## config.mk

```make
export PLATFORM = sky130hd
export DESIGN_NAME = skec_ctrl
export DESIGN_NICKNAME = d
export VERILOG_FILES = /design/src/rtl/core/skec_pkg.sv /design/src/rtl/core/skec_ctrl.sv
export SDC_FILE = /design/constraint.sdc
export NUM_CORES = 1
export LEC_CHECK = 0
export BUFFER_PORTS_ARGS = -buffer_cell sky130_fd_sc_hd__buf_4
export CAP_MARGIN = 20
export CORE_AREA = 4 4 41 43
export CTS_CLUSTER_DIAMETER = 60
export DETAILED_ROUTE_END_ITERATION = 10
export DIE_AREA = 0 0 45 47
export SETUP_SLACK_MARGIN = 0.15
export SLEW_MARGIN = 10
export SYNTH_ARGS = -nofsm -noshare
export SYNTH_HDL_FRONTEND = slang
export SYNTH_SLANG_ARGS = --single-unit
```

## constraint.sdc

```tcl
create_clock -name i_clk -period 1.1 [get_ports i_clk]
set_input_delay 0.11 -clock i_clk [delete_from_list [all_inputs] [get_ports i_clk]]
set_output_delay 0.11 -clock i_clk [all_outputs]
set_load 0.01 [all_outputs]
```

## src/rtl/core/skec_pkg.sv

```systemverilog
`timescale 1ns / 1ps
// Shared types and constants for the stereo karaoke effect chain.
// No dependencies; the top level, sequencer and datapath import this package.
package skec_pkg;

    localparam int DEF_SAMPLE_BITS = 24;
    localparam int CFG_IDX_BITS    = 3;
    localparam int CFG_DATA_BITS   = 16;
    localparam int COEF_BITS       = 17;

    localparam logic [CFG_DATA_BITS-1:0] GAIN_ONE  = 16'd16384;
    localparam logic [COEF_BITS-1:0]     GAIN_MAX  = 17'd32768;
    localparam logic [COEF_BITS-1:0]     LEVEL_ONE = 17'd32768;
    localparam logic [CFG_DATA_BITS-1:0] LEVEL_MIN = 16'd33;

    typedef enum logic [CFG_IDX_BITS-1:0] {
        CFG_CHAIN_ENABLE    = 3'd0,
        CFG_SUPPRESS_ENABLE = 3'd1,
        CFG_MUSIC_GAIN      = 3'd2,
        CFG_VOCAL_GAIN      = 3'd3,
        CFG_ECHO_LEVEL      = 3'd4
    } t_cfg_idx;

    typedef enum logic [2:0] {
        S_IDLE,
        S_GAIN,
        S_ROUND,
        S_ECHO,
        S_FIN
    } t_state;

    // Commands from the controller to the datapath.
    typedef struct packed {
        logic load;
        logic mul_gain;
        logic round;
        logic echo;
        logic finish;
    } t_dp_cmd;

    // Status from the datapath to the controller.
    typedef struct packed {
        logic out_valid;
    } t_dp_stat;

    // Configuration as seen by the datapath, already decoded.
    typedef struct packed {
        logic                 suppress_on;
        logic                 gain_on;
        logic                 echo_on;
        logic                 clear_store;
        logic [COEF_BITS-1:0] music_gain;
        logic [COEF_BITS-1:0] vocal_gain;
        logic [COEF_BITS-1:0] level;
    } t_dp_cfg;

endpackage

```

## src/rtl/core/skec_ctrl.sv

```systemverilog
`timescale 1ns / 1ps
// Sequencer of the effect chain: steps each frame through gain, round, echo and mix.
// Depends on skec_pkg for the state type and the command and status structs.
module skec_ctrl (
    input  logic               i_clk,
    input  logic               i_rst_n,
    input  logic               i_in_valid,
    input  logic               i_out_ready,
    input  skec_pkg::t_dp_stat i_stat,
    output logic               o_in_ready,
    output skec_pkg::t_dp_cmd  o_cmd
);
    import skec_pkg::*;

    t_state r_state;
    t_state n_state;
    logic   out_free;
    logic   in_ready;

    assign out_free = !i_stat.out_valid || i_out_ready;
    // A new frame enters from idle, or during the mix step when the result can be stored.
    assign in_ready = (r_state == S_IDLE) || ((r_state == S_FIN) && out_free);

    always_ff @(posedge i_clk) begin
        if (!i_rst_n) begin
            r_state <= S_IDLE;
        end else begin
            r_state <= n_state;
        end
    end

    always_comb begin
        n_state = r_state;
        case (r_state)
            S_IDLE: begin
                if (i_in_valid) n_state = S_GAIN;
            end
            S_GAIN:  n_state = S_ROUND;
            S_ROUND: n_state = S_ECHO;
            S_ECHO:  n_state = S_FIN;
            S_FIN: begin
                if (out_free) n_state = i_in_valid ? S_GAIN : S_IDLE;
            end
            default: n_state = S_IDLE;
        endcase
    end

    always_comb begin
        o_in_ready     = in_ready;
        o_cmd.load     = in_ready && i_in_valid;
        o_cmd.mul_gain = (r_state == S_GAIN);
        o_cmd.round    = (r_state == S_ROUND);
        o_cmd.echo     = (r_state == S_ECHO);
        o_cmd.finish   = (r_state == S_FIN) && out_free;
    end

`ifndef SYNTHESIS
    a_load_starts: assert property (@(posedge i_clk) disable iff (!i_rst_n)
        o_cmd.load |=> r_state == S_GAIN)
        else $error("accepted frame did not start the gain step");
    a_sequence: assert property (@(posedge i_clk) disable iff (!i_rst_n)
        r_state == S_GAIN |=> r_state == S_ROUND ##1 r_state == S_ECHO ##1 r_state == S_FIN)
        else $error("frame steps out of order");
    a_finish_valid: assert property (@(posedge i_clk) disable iff (!i_rst_n)
        o_cmd.finish |=> i_stat.out_valid)
        else $error("finished frame not presented");
    a_hold_fin: assert property (@(posedge i_clk) disable iff (!i_rst_n)
        (r_state == S_FIN) && !out_free |=> r_state == S_FIN && !$past(o_cmd.load))
        else $error("mix step left while the output register was full");
`endif

endmodule

```

==> results.tsv <==
stage	metric	value	unit
status	status	finished, violations left	
status	violations	negative setup slack	
sta	finalHoldViolations	0	
logic_synthesis	synth-seq-cells	3	
cells_and_area	fin_nets	43	
logic_synthesis	synthFlopType	dfxtp_1	
detailed_routing	ant_nets	0	
grt	grt_overflow_total	0	
cells_and_area	seq_area	68.8	um2
clock_tree	holdBufCountCts	0	
detailed_routing	firstDrtPassIters	3	
cells_and_area	multiInputGateArea	145	um2
detailed_routing	drc_errors	0	
place	port_buffers	10	
sta	period_share	107	%
sta	clock_skew	7.77	ps
clock_tree	clk_pin_slew	40	ps
cells_and_area	fin_util	28.8	%
floorplanning	dieArea	2120	um2
logic_synthesis	ys_top_cells_by_count	dfxtp_1, nor2_1, nor3b_1, nand2_1	
place	place_area	284	um2
logic_synthesis	synth_top_area_share	35.0	%
logic_synthesis	synth_area_leaders	dfxtp_1, nor3b_1, and4bb_2	
cells_and_area	antennaDiodeCount	0	
setup_path	timing.rr.end	r_state[2]	
floorplanning	die_w	45	um
logic_synthesis	synth_warnings	0	
logic_synthesis	seq_area_frac_synth	35.0	%
detailed_routing	post_drt_via_cell_ratio	4.02	
cells_and_area	largest_register_ffs	3	
cells_and_area	fillers	148	
setup_path	crit_type	flop to output port	
sta	finalSetupViolCount	5	
detailed_routing	drt-initial-drc-count	7	
setup_path	worstPathArrival	1070	ps
clock_tree	clock_sinks	3	
clock_tree	numCtsBuffers	3	
setup_path	path_max_fanout	2	
logic_synthesis	synth_area_per_cell	9.02	um2
sta	tns	-265	ps
setup_path	cp_num_cells	4	
power	pwr_density_cell	1340	nW/um2
sta	max_freq	846	MHz
logic_synthesis	syn_nets	24	
floorplanning	die_h	47	um
setup_path	cp_slowest_stage_delay	330	ps
sta	rsz0062_at_grt	true	
cells_and_area	top_regs	r_state (3)	
min_path	hp-class	primary input to flop	
floorplanning	boundaryPins	11	
grt	first_global_vias	241	
floorplanning	core	1300	um2
logic_synthesis	async_flop_share	0	%
setup_path	rrSetupSlack	100	ps
cells_and_area	final_cell_area	375	um2
grt	grt_usage	6.93	%
logic_synthesis	yosysUniqueCellTypes	12	
grt	grt_pass1_wl	972	um
flow_run	maxCapViolCount	0	
setup_path	path_cells	nor2_4 -> a21boi_4 -> and2_4 -> buf_6	
sta	finalWorstSetupSlack	-82.1	ps
setup_path	critPathLaunchType	flop	
cells_and_area	regMostFlops	r_state	
grt	grt_max_degree	8	
grt	antenna_found_initial	0	
cells_and_area	area_delta_synth_final	119	%
setup_path	r2r_cells	4	
setup_path	endpoint	o_cmd[4]	
clock_tree	worstSkewPairLatency	240	ps
clock_tree	root_buffer	clkbuf_4	
logic_synthesis	synth_top_area_cell	dfxtp_1	
cells_and_area	drive_gt1_share	73.0	%
logic_synthesis	netlist_area	171	um2
setup_path	rr_startpoint	r_state[0]	
detailed_routing	vias	209	
setup_path	cp_data_required_time	990	ps
setup_path	worst_path_max_delay_cell	dfxtp_2	
place	gp_congestion	0.623	
floorplanning	rows	13	
setup_path	critPathBufInv	1	
sta	drv_slew	0	
detailed_routing	drt-total-wl	540	um
logic_synthesis	synth_edf_count	0	
power	p_leak	0.168	nW
floorplanning	start_util	13.2	%
setup_path	critPathLaunch	r_state[1]	
sta	worstMarginPinSlew	237	ps
power	ir_worst_vdd	0.000599	V
setup_path	endpoint_kind	output port	
sta	slew_headroom	84.1	%
logic_synthesis	synth_cells	19	
clock_tree	cts_tree	yes	
sta	period_needed	1180	ps
clock_tree	htree_num_levels	1	
setup_path	cp_top_family	flip-flops	
detailed_routing	avgRoutedWirePerCell	10.4	um
clock_tree	clk_path_buf_depth	2	
## per-stage QoR
step	hold WS, ps	instances	setup WS, ps	total power [mW]
6_report	107	52	-82.1	0.502
5_1_grt	112	52	-154	0.540
4_1_cts	102	52	-89.1	0.503
3_5_place_dp	357	45	86.9	0.257
3_3_place_gp	343	45	82.9	0.255
2_1_floorplan	227	19	153	0.198
## cell usage in the layout (no fill, tap or decap), types with 2 or more instances in the layout
master and count:
clkbuf_4 3, nor2_1 2, nand2_1 2, dfxtp_4 2
buf_6 3, buf_4 11
## routing by layer
layer	vias to the layer above	global-route usage, %	wire length (um)
met3	0	6.13	88
met5	-	0	0
met4	0	3.51	0
met1	92	7.67	217
met2	13	9.04	234
li1	104	-	-
## repair_timing
item	4_1_cts	5_1_grt
gates resized for setup	10	2
pin swaps	4	2
endpoints found under the setup margin	6	8
setup buffers	3	0
gates cloned	0	0
## kinds of logic after synthesis
group	count (synthesis)	share of synthesized area, %
compound gates	3	14.6
flops	3	35.0
xor+xnor	1	5.11
simple gates	12	45.3
## worst min-delay path by stage
| stage | start | endpoint | slack, ps | depth (start not counted) |
|---|---|---|---|---|
| 2_1_floorplan | i_rst_n | r_state[2] | 230 | 1 |
| 3_3_place_gp | i_rst_n | r_state[2] | 340 | 2 |
| 3_5_place_dp | i_rst_n | r_state[2] | 360 | 2 |
| 4_1_cts | i_rst_n | r_state[2] | 100 | 2 |
| 5_1_grt | i_rst_n | r_state[2] | 110 | 2 |
| 6_report | i_rst_n | r_state[2] | 110 | 2 |
## where the power goes
group	internal, mW	switching, mW
clock network	0.137	0.0660
logic	0.109	0.0606
registers	0.118	0.0112
## final cells by class
| type | count | area share, % |
|---|---|---|
| Sequential cell | 3 | 18.3 |
| Tap cell | 15 | 5.00 |
| Clock buffer | 4 | 7.00 |
| Timing Repair Buffer | 14 | 31.0 |
| Multi-Input combinational cell | 16 | 38.7 |
Note: power is estimated with default switching activity, not from simulation.
